--- src/ipr_pkg.sv ---
// ----------------------------------------------------------------------------
// ipr_pkg
// Shared types, sizes and helpers of the isolated pixel removal filter.
// ----------------------------------------------------------------------------
package ipr_pkg;

  localparam int MAX_WIDTH  = 1024;
  localparam int MAX_HEIGHT = 1024;

  localparam int PIX_W = 8;
  localparam int DIM_W = 11;
  // counters address one line store entry and one frame row
  localparam int COL_W = $clog2(MAX_WIDTH);
  localparam int ROW_W = $clog2(MAX_HEIGHT);

  localparam int CFG_ADDR_W = 1;

  localparam logic [DIM_W-1:0] RESET_WIDTH  = DIM_W'(640);
  localparam logic [DIM_W-1:0] RESET_HEIGHT = DIM_W'(480);
  localparam logic [DIM_W-1:0] MIN_DIM      = DIM_W'(3);

  localparam logic [PIX_W-1:0] PIX_MAX = '1;

  // result queue, depth is a power of two
  localparam int QDEPTH = 4;
  localparam int QPTR_W = $clog2(QDEPTH);
  localparam int QCNT_W = $clog2(QDEPTH + 1);

  typedef enum logic [CFG_ADDR_W-1:0] {
    REG_FRAME_WIDTH  = 1'b0,
    REG_FRAME_HEIGHT = 1'b1
  } cfg_reg_t;

  typedef logic [PIX_W-1:0] pixel_t;

  // one column of the 3x3 window, top is the oldest row
  typedef struct packed {
    pixel_t top;
    pixel_t mid;
    pixel_t bot;
  } column_t;

  typedef struct packed {
    pixel_t           pix;
    logic [ROW_W-1:0] row;
    logic [COL_W-1:0] col;
    logic             last;
  } stage_t;

  // results caused by one input pixel: window result first, then own result
  typedef struct packed {
    logic             win_v;
    logic [ROW_W-1:0] win_row;
    logic [COL_W-1:0] win_col;
    pixel_t           win_pix;
    logic             own_v;
    logic [ROW_W-1:0] own_row;
    logic [COL_W-1:0] own_col;
    pixel_t           own_pix;
  } result_pair_t;

  function automatic logic [DIM_W-1:0] clamp_dim(input logic [DIM_W-1:0] v,
                                                 input logic [DIM_W-1:0] hi);
    logic [DIM_W-1:0] r;
    r = v;
    if (v < MIN_DIM) r = MIN_DIM;
    else if (v > hi) r = hi;
    return r;
  endfunction

endpackage

--- src/ipr_cell.sv ---
// ----------------------------------------------------------------------------
// ipr_cell
// One column of the 3x3 window; takes its neighbor's column on every shift.
// ----------------------------------------------------------------------------
module ipr_cell (
  input  logic             clk,
  input  logic             rst,
  input  logic             shift,
  input  ipr_pkg::column_t col_in,
  output ipr_pkg::column_t col_out
);

  ipr_pkg::column_t col;

  always_ff @(posedge clk) begin
    if (rst) begin
      col <= '0;
    end else if (shift) begin
      col <= col_in;
    end
  end

  assign col_out = col;

endmodule

--- config.mk ---
export PLATFORM = sky130hd
export DESIGN_NAME = ipr_cell
export DESIGN_NICKNAME = d
export VERILOG_FILES = /design/src/ipr_pkg.sv /design/src/ipr_cell.sv
export SDC_FILE = /design/constraint.sdc
export NUM_CORES = 1
export LEC_CHECK = 0
export BUFFER_PORTS_ARGS = -buffer_cell sky130_fd_sc_hd__buf_2
export CAP_MARGIN = 30
export CORE_MARGIN = 3
export CORE_UTILIZATION = 44
export DETAILED_ROUTE_END_ITERATION = 7
export GPL_ROUTABILITY_DRIVEN = 0
export PLACE_DENSITY_LB_ADDON = 0.12
export SLEW_MARGIN = 25
export SYNTH_ARGS = -nofsm -noshare
export SYNTH_HDL_FRONTEND = slang
export SYNTH_SLANG_ARGS = --single-unit
--- constraint.sdc ---
create_clock -name clk -period 1.3 [get_ports clk]
set_clock_uncertainty 0.15 [all_clocks]
set_input_delay 0.065 -clock clk [delete_from_list [all_inputs] [get_ports clk]]
set_output_delay 0.065 -clock clk [all_outputs]
set_load 0.01 [all_outputs]
## Word level (Yosys, flattened, before mapping)

Index checks and enable logic that the tools add are counted.

| word-level totals | value |
|---|---|
| flip-flop bits (word level) | 24 |
| word-level logic and storage cells | 3 |

## Logic depth before layout (Yosys ltp)

| depth | value |
|---|---|
| depth in word-level cells | 0 |
| mapped depth | 4 |

## Worst setup path before layout

Ideal clock, no wire load.

| timing path | value |
|---|---|
| path kind | input to register |
| start point | in shift |
| end point | reg col, in the netlist col_out[0] |
| library setup time | 128 ps |
| data arrival time | 530 ps |
| data required time | 1,022 ps |
| slack | 492 ps |
| stages | 4 |
| path buffers | 2 |
| path through | buf_6 -> buf_12 -> mux2i_1 -> nor2_1 |

RTL lines:

| item | RTL line | RTL |
|---|---|---|
| start, declared | ipr_cell.sv:8 | `input logic shift,` |
| end signal, assigned | ipr_cell.sv:19 | `col <= col_in;` |
| end, declared | ipr_cell.sv:13 | `ipr_pkg::column_t col;` |

## Final worst setup path

| timing path | value |
|---|---|
| start point | reg col, in the netlist col_out[22] |
| end point | out col_out[22] (netlist bit) |

RTL lines:

| item | RTL line | RTL |
|---|---|---|
| end, declared | ipr_cell.sv:10 | `output ipr_pkg::column_t col_out` |

No word-level cell between the ends.

==> results.cfg <==
[sta]
final-setup-viol-count = 0
min_period_ns = 1.02
rsz0062_at_grt = false
timing.final.crit_share = 0.781
slew_headroom = 0.723
hold_ws_ns = 0.0115
final.setup.tns_ns = 0
hold_viol = 0
final_max_slew_viol_count = 0
worst_pin_slew_ns = 0.416
fmax_mhz = 985

[logic_synthesis]
syn_inst = 77
synth.top_cell.area_share = 0.553
synth_seq_cells = 24
synth_cell_types = 6
syn_area_um2 = 870
syn-num-nets = 104
yosysTopAreaCell = dfxtp_1
syn_area_per_cell_um2 = 11.3
ys_seq_area_frac = 0.553
synth_area_leaders = dfxtp_1 (55%), mux2i_1 (28%), nor2_1 (10%)
ys_warn_count = 0

[global_route]
grtUsageMet1 = 0.192
grt_usage = 0.170
grt_pass1_vias = 774
overflow = 0
met3_usage = 0.0326
busiest_layer = met2
grt_first_pass_wirelength_um = 3380
groute.layer.met2.usage = 0.315
antenna_found_initial = 0
grt_max_degree = 25

[detailed_routing]
drc = 0
drtIter0Drc = 7
ant_nets = 0
vias = 780
wl_per_cell_um = 10.6
firstDrtPassIters = 2
vias_per_cell = 4.43
wl_um = 1870

[power]
p_per_area_nw_per_um2 = 1030
p_comb_frac = 0.179
p_sw_frac = 0.233
irDropWorstVdd_uv = 784
power_frac_seq = 0.557
p_leak_nw = 0.738
power_switching_uw = 335
intPower_mw = 1.10
p_clk_frac = 0.264

[clock_tree]
cts_root_buffer = clkbuf_4
cts_setup_buffers = 0
htree_num_levels = 1
cts_tree = yes
worst_skew_pair.late_latency_ns = 0.30
clkSinkCount = 24
path_clk_slew_ns = 0.13
cts-buffers-inserted = 3
clock_path_buffers = 2

[worst_setup_path]
r2r_slack_ns = 0.51
worst-setup-path-type = reg2out
cpPeakStageDelay_ns = 0.36
worst_ep_arrival_time_ns = 0.80
start_kind = flop
end_kind = primary output
cp_cell_sequence = buf_2
path_delay_family = flip-flops
crit_fanout = 2
slowest_stage = dfxtp_1
crit_buf_inv = 1
required_ns = 1.09

[floorplan]
coreArea_um2 = 1800
num_rows = 15
io_pins = 51
initial_utilization = 0.483
design.die.area_um2 = 2550
chipHeight_um = 50.5
die_w_um = 50.5

[cells_and_area]
area_growth_syn_to_layout_pct = 59.7
final_nets = 179
drive_gt1_frac = 0.364
n_antenna_cell = 0
largest_reg_flops = 24

[min_path]
hold_path.class = in2reg

[status]
outcome = completed

[placed_design]
io_buffers = 50
place_hpwl_um = 1170

[job]
drv_cap = 0
==> power by group through the flow <==
stage / Clock, mW / Combinational (mW) / Sequential (mW)
after floorplan: 0 / 0.100 / 0.837
after global placement: 0 / 0.202 / 0.814
after detailed placement: 0 / 0.204 / 0.815
after CTS: 0.394 / 0.260 / 0.800
after global routing: 0.421 / 0.285 / 0.807
final: 0.379 / 0.257 / 0.800
==> Yosys cell counts (all sizes together) <==
master	n
buf	3
dfxtp	24
clkbuf	2
nor2	24
mux2i	24
==> layout make-up <==
| cell class | count | area [um2] |
|---|---|---|
| Timing Repair Buffer | 75 | 510 |
| Clock buffer | 4 | 36.3 |
| Sequential cell | 24 | 480 |
| Multi-Input combinational cell | 48 | 330 |
| Fill cell | 133 | 413 |
| Tap cell | 25 | 31.3 |
==> cells by family after synthesis <==
logic type,count (synthesis),synth area share
DFF,24,0.553
and+or+nand+nor,24,0.104
buffers and inverters,5,0.0676
muxes,24,0.276
==> metal layers <==
| metal | vias to the layer above | routed length (um) |
|---|---|---|
| li1 | 403 | - |
| met1 | 349 | 763 |
| met2 | 28 | 975 |
| met3 | 0 | 133 |
| met4 | 0 | 0 |
| met5 | - | 0 |
==> path summary, 6_finish.rpt <==
kind         cells after the start                       end                     start
min                              2   col_out[8]$_SDFFE_PP0P_                       rst
max reg2reg                      2  col_out[14]$_SDFFE_PP0P_  col_out[14]$_SDFFE_PP0P_
min reg2reg                      2   col_out[1]$_SDFFE_PP0P_   col_out[1]$_SDFFE_PP0P_
max                              1               col_out[22]  col_out[22]$_SDFFE_PP0P_
==> layout by cell type, fill, tap and decap left out <==
master and instances:
buf_12 1, clkbuf_4 3, clkbuf_8 1, mux2i_1 24, dlygate4sd3_1 24, dfxtp_1 24, buf_2 50, nor2_1 24
==> metrics by stage <==
| stage | utilization | area (um2) | power [mW] | instances | worst slack [ns] |
|---|---|---|---|---|---|
| finish | 0.771 | 1390 | 1.44 | 176 | 0.285 |
| global placement | 0.617 | 1110 | 1.02 | 148 | 0.393 |
| global route | 0.771 | 1390 | 1.51 | 176 | 0.224 |
| CTS | 0.771 | 1390 | 1.45 | 176 | 0.274 |
| floorplan | - | 870 | 0.937 | 77 | 0.492 |
| detailed placement | 0.617 | 1110 | 1.02 | 148 | 0.373 |
==> timing repair <==
item                                   CTS  global route
hold buffers                            24             0
endpoints found under the hold margin   24             0
gates resized for setup                  0             0
Note: power is estimated with default switching activity, not from simulation.
