--- src/ipr_pkg.sv ---
// ----------------------------------------------------------------------------
// ipr_pkg
// Shared types, sizes and helpers of the isolated pixel removal filter.
// ----------------------------------------------------------------------------
package ipr_pkg;

  localparam int MAX_WIDTH  = 1024;
  localparam int MAX_HEIGHT = 1024;

  localparam int PIX_W = 8;
  localparam int DIM_W = 11;
  // counters address one line store entry and one frame row
  localparam int COL_W = $clog2(MAX_WIDTH);
  localparam int ROW_W = $clog2(MAX_HEIGHT);

  localparam int CFG_ADDR_W = 1;

  localparam logic [DIM_W-1:0] RESET_WIDTH  = DIM_W'(640);
  localparam logic [DIM_W-1:0] RESET_HEIGHT = DIM_W'(480);
  localparam logic [DIM_W-1:0] MIN_DIM      = DIM_W'(3);

  localparam logic [PIX_W-1:0] PIX_MAX = '1;

  // result queue, depth is a power of two
  localparam int QDEPTH = 4;
  localparam int QPTR_W = $clog2(QDEPTH);
  localparam int QCNT_W = $clog2(QDEPTH + 1);

  typedef enum logic [CFG_ADDR_W-1:0] {
    REG_FRAME_WIDTH  = 1'b0,
    REG_FRAME_HEIGHT = 1'b1
  } cfg_reg_t;

  typedef logic [PIX_W-1:0] pixel_t;

  // one column of the 3x3 window, top is the oldest row
  typedef struct packed {
    pixel_t top;
    pixel_t mid;
    pixel_t bot;
  } column_t;

  typedef struct packed {
    pixel_t           pix;
    logic [ROW_W-1:0] row;
    logic [COL_W-1:0] col;
    logic             last;
  } stage_t;

  // results caused by one input pixel: window result first, then own result
  typedef struct packed {
    logic             win_v;
    logic [ROW_W-1:0] win_row;
    logic [COL_W-1:0] win_col;
    pixel_t           win_pix;
    logic             own_v;
    logic [ROW_W-1:0] own_row;
    logic [COL_W-1:0] own_col;
    pixel_t           own_pix;
  } result_pair_t;

  function automatic logic [DIM_W-1:0] clamp_dim(input logic [DIM_W-1:0] v,
                                                 input logic [DIM_W-1:0] hi);
    logic [DIM_W-1:0] r;
    r = v;
    if (v < MIN_DIM) r = MIN_DIM;
    else if (v > hi) r = hi;
    return r;
  endfunction

endpackage

--- src/ipr_out_if.sv ---
// ----------------------------------------------------------------------------
// ipr_out_if
// Result channel: valid, ready, position, filtered value and last marker.
// ----------------------------------------------------------------------------
interface ipr_out_if;
  logic                      valid;
  logic                      ready;
  logic [ipr_pkg::ROW_W-1:0] out_row;
  logic [ipr_pkg::COL_W-1:0] out_col;
  logic [ipr_pkg::PIX_W-1:0] pixel_out;
  logic                      run_last;

  modport source(output valid, output out_row, output out_col, output pixel_out,
                 output run_last, input ready);
  modport sink(input valid, input out_row, input out_col, input pixel_out,
               input run_last, output ready);
endinterface

--- src/ipr_result_queue.sv ---
// ----------------------------------------------------------------------------
// ipr_result_queue
// Small queue of result pairs, drained one result per output transaction.
// ----------------------------------------------------------------------------
module ipr_result_queue (
  input  logic                           clk,
  input  logic                           rst,
  input  logic                           push,
  input  ipr_pkg::result_pair_t          push_data,
  output logic [ipr_pkg::QCNT_W-1:0]     count,
  ipr_out_if.source                      results
);

  ipr_pkg::result_pair_t store [ipr_pkg::QDEPTH];
  ipr_pkg::result_pair_t head;

  logic [ipr_pkg::QPTR_W-1:0] wr_ptr;
  logic [ipr_pkg::QPTR_W-1:0] rd_ptr;
  logic [ipr_pkg::QCNT_W-1:0] count_next;
  logic                       second;
  logic                       sel_win;
  logic                       pop_tx;
  logic                       done;

  assign head    = store[rd_ptr];
  assign sel_win = head.win_v && !second;
  assign pop_tx  = results.valid && results.ready;
  // a pair holding two results leaves after its second transaction
  assign done    = pop_tx && !(sel_win && head.own_v);

  always_comb begin
    count_next = count;
    if (push && !done) begin
      count_next = count + ipr_pkg::QCNT_W'(1);
    end else if (!push && done) begin
      count_next = count - ipr_pkg::QCNT_W'(1);
    end
  end

  always_ff @(posedge clk) begin
    if (rst) begin
      wr_ptr <= '0;
      rd_ptr <= '0;
      count  <= '0;
      second <= 1'b0;
    end else begin
      count <= count_next;
      if (push) begin
        wr_ptr <= wr_ptr + ipr_pkg::QPTR_W'(1);
      end
      if (done) begin
        rd_ptr <= rd_ptr + ipr_pkg::QPTR_W'(1);
        second <= 1'b0;
      end else if (pop_tx) begin
        second <= 1'b1;
      end
    end
  end

  always_ff @(posedge clk) begin
    if (push) begin
      store[wr_ptr] <= push_data;
    end
  end

  assign results.valid     = (count != '0);
  assign results.out_row   = sel_win ? head.win_row : head.own_row;
  assign results.out_col   = sel_win ? head.win_col : head.own_col;
  assign results.pixel_out = sel_win ? head.win_pix : head.own_pix;
  assign results.run_last  = !(sel_win && head.own_v);

endmodule

--- src/flat_wrapper.sv ---
// flat-port wrapper written by rule: the top's interface ports become plain ports
module ipr_result_queue_flat 
  (clk, rst, push, push_data, count, results_valid, results_out_row, results_out_col, results_pixel_out, results_run_last, results_ready);
  ipr_out_if results_i ();
  input  logic clk;
  input  logic rst;
  input  logic push;
  input  ipr_pkg::result_pair_t push_data;
  output logic [ipr_pkg::QCNT_W-1:0] count;
  output wire logic [$bits(results_i.valid)-1:0] results_valid;
  output wire logic [$bits(results_i.out_row)-1:0] results_out_row;
  output wire logic [$bits(results_i.out_col)-1:0] results_out_col;
  output wire logic [$bits(results_i.pixel_out)-1:0] results_pixel_out;
  output wire logic [$bits(results_i.run_last)-1:0] results_run_last;
  input wire logic [$bits(results_i.ready)-1:0] results_ready;
  assign results_valid = results_i.valid;
  assign results_out_row = results_i.out_row;
  assign results_out_col = results_i.out_col;
  assign results_pixel_out = results_i.pixel_out;
  assign results_run_last = results_i.run_last;
  assign results_i.ready = results_ready;
  ipr_result_queue u_core (.clk(clk), .rst(rst), .push(push), .push_data(push_data), .count(count), .results(results_i));
endmodule
--- config.mk ---
export PLATFORM = sky130hd
export DESIGN_NAME = ipr_result_queue_flat
export DESIGN_NICKNAME = d
export VERILOG_FILES = /design/src/ipr_pkg.sv /design/src/ipr_out_if.sv /design/src/ipr_result_queue.sv /design/src/flat_wrapper.sv
export SDC_FILE = /design/constraint.sdc
export NUM_CORES = 1
export LEC_CHECK = 0
export ABC_AREA = 1
export BUFFER_PORTS_ARGS = -buffer_cell sky130_fd_sc_hd__buf_2
export CORE_MARGIN = 10
export CORE_UTILIZATION = 50
export CTS_CLUSTER_SIZE = 16
export DETAILED_ROUTE_END_ITERATION = 10
export PLACE_DENSITY = 0.72
export SYNTH_ARGS = -nofsm -noshare
export SYNTH_HDL_FRONTEND = slang
export SYNTH_SLANG_ARGS = --single-unit
export TNS_END_PERCENT = 10
--- constraint.sdc ---
create_clock -name clk -period 2.07 [get_ports clk]
set_input_delay 0.1035 -clock clk [delete_from_list [all_inputs] [get_ports clk]]
set_output_delay 0.1035 -clock clk [all_outputs]
set_load 0.02 [all_outputs]
* After elaboration in Yosys (flattened, before gate mapping)
Memories as Yosys holds them, arrays and structs flattened. A register that Yosys moved wholly into a read port is not among the register bits.
Index checks and enable logic that the tools add are counted.
** Cells by class
- Reductions and logical operators :: 13
- Mux-type cells :: 9
- Add/sub/neg operators :: 4
** Operator list (count)
- 10-bit 2-to-1 mux :: 2
- 8-bit 2-to-1 mux :: 1
- 1-bit logical AND :: 6
- 3-bit 2-to-1 mux :: 2
- 2-bit by 1-bit adder with 2-bit output (second input constant) :: 2
- 1-bit zero test :: 4
- 2-bit 2-to-1 mux :: 2
- 3-bit by 1-bit adder with 3-bit output (second input constant) :: 1
- 3-bit nonzero test :: 1
- 3-bit by 1-bit subtractor with 3-bit output (second input constant) :: 1
- 1-bit 2-to-1 mux :: 2
- 2-bit nonzero test :: 1
- 2-bit OR reduction :: 1
** Storage, ports and cells
- Bits in registers :: 8
- Input port bits :: 62
- Bits in writable memories :: 232
- Memories kept :: 1
- Output and inout bits :: 33
** Memory list
- u_core.store :: depth 4, width 58, read ports 1, clocked after memory_dff 1, write ports 1, line ipr_result_queue.sv:14 : ipr_pkg::result_pair_t store [ipr_pkg::QDEPTH];

* Longest topological paths before layout
Gate-level depths: netlist of run 1.
- Depth in word-level cells :: 8
- Mapped depth :: 16
- Depth with buffers taken out :: 14

* Least setup slack after synthesis of run 1
No wires, ideal clock.
- Path kind :: register -> register
- Start :: register u_core.wr_ptr[0] (netlist name)
- End :: memory u_core.store[2][0] (netlist name), enable pin
- Setup slack :: -0.060 ns
- Buffers on the path :: 0
- Arrival time :: 1.718 ns
- Stages on the path, launching flop included :: 5
- Clock period less this slack :: 2.130 ns
- Cell sequence :: dfxtp_1 inv_1 ha_1 nand2_1 inv_1
** RTL lines
- from (decl) :: line ipr_result_queue.sv:17 : logic [ipr_pkg::QPTR_W-1:0] wr_ptr;
- from (signal assigned) :: line ipr_result_queue.sv:49 : wr_ptr <= wr_ptr + ipr_pkg::QPTR_W'(1);
- to (decl) :: line ipr_result_queue.sv:14
No word-level cell before the write port.

==> summary.txt, run 1 <==
Peak supply drop: 1224 uV
CP arrival: 2090 ps
Required @ worst endpoint: 1970 ps
Die X: 159.1 microns
Max transition margin: 67.57%
Max Fclk: 455.8 MHz
Total gr overflow: 0
Worst hold path class: input port to register
Drt pass-1 iters: 5
Fin crit share: 106.0%
Startpoint types: register
Syn_nets: 825
Worst Slack Setup Final: -124.1 ps
Flop pwr share: 37.7%
Number of DRC markers in iteration 0: 515
Internal power: 10320 uW
FF+latch count, synth: 242
Clock sink count: 242
DP Wirelength: 11.48 mm
Leakage: 0.004521 uW
Avg WL per Cell: 18.54 microns
Post-route setup TNS: -2046 ps
Crit Path Class: register to primary output
Hold wc startpoint: push_data[26]
Switching power: 4879 uW
Post-synth top cells: edfxtp_1, nor2_1, o21ai_0, inv_1, buf_2
Final Max Tran Viols: 0
Logic pwr share: 34.3%
Critical Path Slowest Stage Cell: dfxtp_4
First-pass GRT wire length: 34.39 mm
Placed Instance Area: 10510 sq um
Vias: 6326
Clk pwr share: 28.0%
Post-layout min period: 2194 ps
Core Area: 18890 sq um
Synth area leader: edfxtp_1
Worst reg-to-reg path cell count: 15
Synth area leaders: edfxtp_1, nor2_1, o21ai_0, a31oi_2, dfxtp_1
H-tree levels: 1
Type of destination of the critical path: primary output
Syn. warnings: 0
Crit-path max FO: 8
Port Buffers: 94
Initial antenna violation count: 0
CTS tree: done
Final GP Congestion: 0.7254
Status: finished with violations
Syn Std Cell Area: 9669 sq um
RSZ-0062 raised after global routing: true
Vias in the first global route: 6317
Most common cell in the synthesized netlist: edfxtp_1
Total CTS buffers: 25
Maximum clock insertion buffer count: 3
Largest net degree at the start of global routing: 59
DRC: 0
Initial Util: 51.18%
Post-route cell area: 12600 sq um
Worst skew pair latency: 510 ps
Reg area: 7174 sq um
Gr usage total: 16.72%
Worst Tran Pin Value: 481.3 ps
Layout Area Growth over Synthesis: 30.33%
Total power: 15200 uW
Max_cap viols: 0
Fin nets: 1007
Die span in y: 159.1 microns
Register area share after synthesis: 74.12%
Number of synthesized flops with an enable pin: 232
Pwr per Cell Area: 1206 nW/um^2
Area occupied by multi-input gates: 2327 sq um
Row count: 50
Clk Tree Root Cell: clkbuf_16
Final setup skew: 5.394 ps
Die ar.: 25300 sq um
Fillers: 1349
Delay of the slowest critical-path stage: 430 ps
Worst path cell trace: buf_8 -> buf_16 -> buf_4 -> o21ai_0 -> o21ai_0 -> nor2_2 -> a31oi_2 -> buf_4
Netlist cell types: 23
Syn Area/Cell: 12.77 sq um
Ys flop type: edfxtp_1
Layout cell share with drive strength beyond 1: 24.01%
Clk slew on worst S/H paths: 60 ps
Post-route ant nets: 0
Routed vias/inst: 5.189
Switching portion of total power: 32.10%
Top Ports: 95
Ys async rst share: 0%
Failing checks: negative setup slack
WHS Path Cells: 2
Synth top area share: 72.05%
WL final: 22.60 mm
Hold Vio Cnt, Final: 0
Setup-failing EPs final: 26
Instance count of the mapped netlist: 757
repair_timing:
action | 4_1_cts | 5_1_grt
endpoints found under the hold margin | 242 | 0
cloned | 6 | 3
pin swaps | 1 | 11
resized for setup | 70 | 50
buffers inserted | 4 | 7
endpoints found under the setup margin | 28 | 30
hold buffers | 63 | 0
power by group through the flow:
stage               combinational, uW  sequential (uW)  clock [uW]
global placement                 3700             5820           0
global route                     5600             5760        4540
detailed placement               3730             5830           0
floorplan                        2580             5830           0
CTS                              4680             5730        4300
finish                           5210             5740        4250
stage by stage:
step	hold slack (ps)	instances	util [%]	setup WS, ps
after floorplan	202.4	757	-	-60.36
after global placement	316.8	1090	55.65	215.5
after detailed placement	318.5	1090	55.65	136.0
after CTS	318.9	1209	65.21	-73.00
after global routing	330.8	1218	66.69	-206.4
final	342.7	1219	66.70	-124.1
kinds of logic (layout without fill, tap and decap cells):
group | after synthesis | after routing | share of synthesized area, %
AO/OA/AOI/OAI | 182 | 182 | 10.88
other | 0 | 1 | 0
flip-flops | 242 | 242 | 74.12
AND/OR/NAND/NOR | 259 | 260 | 10.53
adder cells (fa/ha/maj) | 6 | 6 | 0.8540
buffers and inverters | 68 | 268 | 3.610
cell type report:
| cell class | instances | area share (%) |
|---|---|---|
| tap | 260 | 2.581 |
| multi-input combinational | 448 | 18.47 |
| antenna | 1 | 0.01986 |
| inverter | 25 | 0.8340 |
| clock buffer | 31 | 5.143 |
| sequential | 242 | 56.93 |
| clock inverter | 15 | 1.062 |
| timing repair buffer | 197 | 14.96 |
path summary, 6_finish.rpt:
kind | to | slack (ps)
max | results_out_row[5] | -120
min | u_core.store[0][26] | 340
max reg2reg | u_core.count[2] | 30
min reg2reg | u_core.rd_ptr[0] | 510
layer usage:
| metal | vias up | wire [microns] | track usage, % |
|---|---|---|---|
| met2 | 163 | 11370 | 28.87 |
| met3 | 28 | 1153 | 3.382 |
| met1 | 3070 | 9718 | 21.11 |
| met4 | 0 | 359 | 4.086 |
| li1 | 3065 | - | - |
| met5 | - | 0 | 0 |
placed cells by master, fill, tap and decap left out, types with 4 or more instances in the layout:
master         count
o21ai_1           31
nor2_2            13
a31oi_1            4
clkbuf_16         28
inv_1             19
buf_12            15
nand3_1            4
dlygate4sd3_1     63
a21oi_1            8
nand2_1           18
buf_16             5
ha_1               5
nor2_1           214
a31oi_4            4
buf_4             34
clkinv_2           6
clkbuf_1           6
dfxtp_1            8
edfxtp_1         232
inv_2              4
o21ai_0          113
a31oi_2           20
buf_2             66
buf_6              7
critical path, delay by kind of cell, from the launching register on:
family,cells,cell delay (ps)
compound gates,3,480
buf+inv,4,580
flops,1,430
simple gates,1,80
flip-flops by register name, indices dropped and copies added (netlist names), named ones only:
signal         flops
u_core.rd_ptr      2
u_core.count       3
u_core.wr_ptr      2
u_core.store     232
u_core.second      1
No activity file was read; power rests on OpenSTA's default activity.
==> run 2, diff against run 1 <==
--- a/config.mk
+++ b/config.mk
@@ -6,12 +6,15 @@
 export NUM_CORES = 1
 export LEC_CHECK = 0
 export ABC_AREA = 1
+export ABC_CLOCK_PERIOD_IN_PS = 2070
 export BUFFER_PORTS_ARGS = -buffer_cell sky130_fd_sc_hd__buf_2
 export CORE_MARGIN = 10
 export CORE_UTILIZATION = 50
 export CTS_CLUSTER_SIZE = 16
 export DETAILED_ROUTE_END_ITERATION = 10
 export PLACE_DENSITY = 0.72
+export SKIP_LAST_GASP = 1
+export SLEW_MARGIN = 30
 export SYNTH_ARGS = -nofsm -noshare
 export SYNTH_HDL_FRONTEND = slang
 export SYNTH_SLANG_ARGS = --single-unit
==> run 2 against run 1 <==
  * The run still ends with negative setup slack left
  * First-iteration DRC count decreased by 11%
  * Power shrank 1.8%
  * Hold slack got worse by 0.98 ps
  * Clock skew about the same
  * Core utilization decreased by 0.44 points
  * Clock power hardly changed
  * Largest power group unchanged
==> summary.txt, run 2 (same netlist as run 1, synthesis figures left out) <==
Peak supply drop: 840.7 uV (-31%)
Post-route ant nets: 0 (unchanged)
Delay of the slowest critical-path stage: 440 ps (about the same)
Worst reg-to-reg path cell count: 15 (unchanged)
Die ar.: 25300 sq um (unchanged)
Setup-failing EPs final: 17 (-35%)
Max_cap viols: 0 (unchanged)
Startpoint types: register
Setup slack, reg-to-reg: 40 ps (about the same)
Clk pwr share: 28.6% (+0.6 points)
Fin nets: 1004 (-0.30%)
Most frequent cells in the layout: edfxtp_1, nor2_1, o21ai_0
Fin crit share: 103.4% (-2.6 points)
Worst Slack Setup Final: -70.09 ps (+53.98 ps)
Vias in the first global route: 6327 (+0.16%)
Core Area: 18890 sq um (unchanged)
DP Wirelength: 11.48 mm (unchanged)
FF-to-FF End: u_core.count[2]
Final Max Tran Viols: 0 (unchanged)
Clk slew on worst S/H paths: 60 ps (about the same)
Largest Register: u_core.store
Pwr per Cell Area: 1192 nW/um^2 (-1.2%)
Routed vias/inst: 5.208 (+0.36%)
First-pass GRT wire length: 34.18 mm (-0.60%)
RSZ-0062 raised after global routing: true
Die span in y: 159.1 microns (unchanged)
Top Ports: 95 (unchanged)
Status: finished with violations
H-tree levels: 1 (unchanged)
Final setup skew: 5.881 ps (+0.4874 ps)
Max FFs per register: 232 (unchanged)
Required @ worst endpoint: 1970 ps (about the same)
Worst skew pair latency: 520 ps (about the same)
Worst setup endpoint: results_out_row[0]
WL final: 22.57 mm (-0.12%)
Avg WL per Cell: 18.56 microns (+0.13%)
WHS Path Cells: 2 (unchanged)
Critical Path Slowest Stage Cell: dfxtp_4
Switching power: 4756 uW (-2.5%)
Total gr overflow: 0 (unchanged)
Type of destination of the critical path: primary output
Cell mode on critical path: nor2_1
Switching portion of total power: 31.87% (-0.23 points)
Crit-path max FO: 8 (unchanged)
Worst path cell trace: buf_12 -> clkbuf_16 -> nor2_1 -> nor2_1 -> o21ai_0 -> o21ai_0 -> nor2_1 -> a31oi_1 -> buf_4
Drt pass-1 iters: 5 (unchanged)
Layout Area Growth over Synthesis: 29.46%
Failing checks: negative setup slack
Worst hold path class: input port to register
Total CTS buffers: 25 (unchanged)
Largest regs: u_core.store x232, u_core.count x3
Final GP Congestion: 0.7254 (unchanged)
Total power: 14920 uW (-1.8%)
Hold wc startpoint: push_data[7]
Commonest non-fill, non-tap cell in the layout: edfxtp_1
DRC: 0 (unchanged)
Port Buffers: 94 (unchanged)
Row count: 50 (unchanged)
Largest net degree at the start of global routing: 59 (unchanged)
Initial antenna violation count: 1 (+1)
CTS tree: done
Initial Util: 51.18% (unchanged)
Die X: 159.1 microns (unchanged)
Worst Tran Pin Value: 422.3 ps (-59.05 ps)
Post-layout min period: 2140 ps (-53.98 ps)
Hold Vio Cnt, Final: 0 (unchanged)
Placed instance count: 1090 (unchanged)
Number of DRC markers in iteration 0: 457 (-11%)
Layout cell share with drive strength beyond 1: 22.62% (-1.4 points)
Final cell count without fillers: 1216 (-0.25%)
Crit Path Class: register to primary output
Fillers: 1357 (+0.59%)
Max transition margin: 71.81% (+4.2 points)
Internal power: 10170 uW (-1.5%)
Leakage: 0.004492 uW (-0.64%)
Gr usage total: 16.58% (-0.14 points)
Clk Tree Root Cell: clkbuf_16
Clock sink count: 242 (unchanged)
Vias: 6333 (+0.11%)
Max Fclk: 467.3 MHz (+2.5%)
Maximum clock insertion buffer count: 3 (unchanged)
Logic pwr share: 33.0% (-1.3 points)
Flop pwr share: 38.4% (+0.7 points)
CP arrival: 2040 ps (-50 ps)
## run 2: worst max-delay path: cells and delay by family (launching register included)
family                 cells  cell delay (ps)
AND/OR/NAND/NOR            3              170
buffers and inverters      3              530
flip-flops                 1              440
AO/OA/AOI/OAI              3              360
## run 2: metal layers
| layer | wire [microns] | vias to the layer above | GRT usage, % |
|---|---|---|---|
| met4 | 465 | 0 | 4.170 |
| met3 | 1423 | 33 | 3.511 |
| met5 | 0 | - | 0 |
| li1 | - | 3065 | - |
| met1 | 9312 | 3047 | 20.82 |
| met2 | 11370 | 188 | 28.60 |
## run 2: power groups by stage
stage	sequential (uW)	clock, uW	combinational, uW
floorplan	5830	0	2580
global placement	5820	0	3700
detailed placement	5830	0	3730
CTS	5730	4300	4580
global route	5760	4550	5340
finish	5740	4270	4920
## run 2: how the worst min path moves through the flow
stage	endpoint	slack, ps
floorplan	u_core.store[0][0]	200
global placement	u_core.store[0][17]	320
detailed placement	u_core.store[3][55]	320
CTS	u_core.store[3][55]	320
global route	u_core.store[0][17]	340
finish	u_core.store[1][7]	340
## run 2: area by class of cell
cell class / count / area [sq um] / area share [%]
sequential: 242 / 7174 / 57.31
multi-input combinational: 448 / 2277 / 18.19
timing repair buffer: 194 / 1852 / 14.79
clock buffer: 31 / 648.1 / 5.177
tap: 260 / 325.3 / 2.599
clock inverter: 15 / 133.9 / 1.069
inverter: 25 / 105.1 / 0.8396
antenna: 1 / 2.502 / 0.01999
## run 2: stage by stage
step / hold WS, ps / TNS, ps / setup slack, ps / utilization, % / area [sq um]
3_3_place_gp: 316.8 / 0 / 215.5 / 55.65 / 10510
6_report: 341.7 / -455.2 / -70.09 / 66.26 / 12520
2_1_floorplan: 202.4 / -5685 / -60.36 / - / 9673
3_5_place_dp: 318.5 / 0 / 136.0 / 55.65 / 10510
4_1_cts: 318.9 / -1425 / -73.00 / 64.99 / 12280
5_1_grt: 338.7 / -3417 / -149.7 / 66.26 / 12520
## run 2: timing repair
item / CTS / global route
setup buffers: 4 / 1
pin swaps: 1 / 12
endpoints found under the hold margin: 242 / 0
hold buffers: 63 / 0
resized for setup: 49 / 40
gates cloned: 6 / 5
setup endpoints to repair: 28 / 30
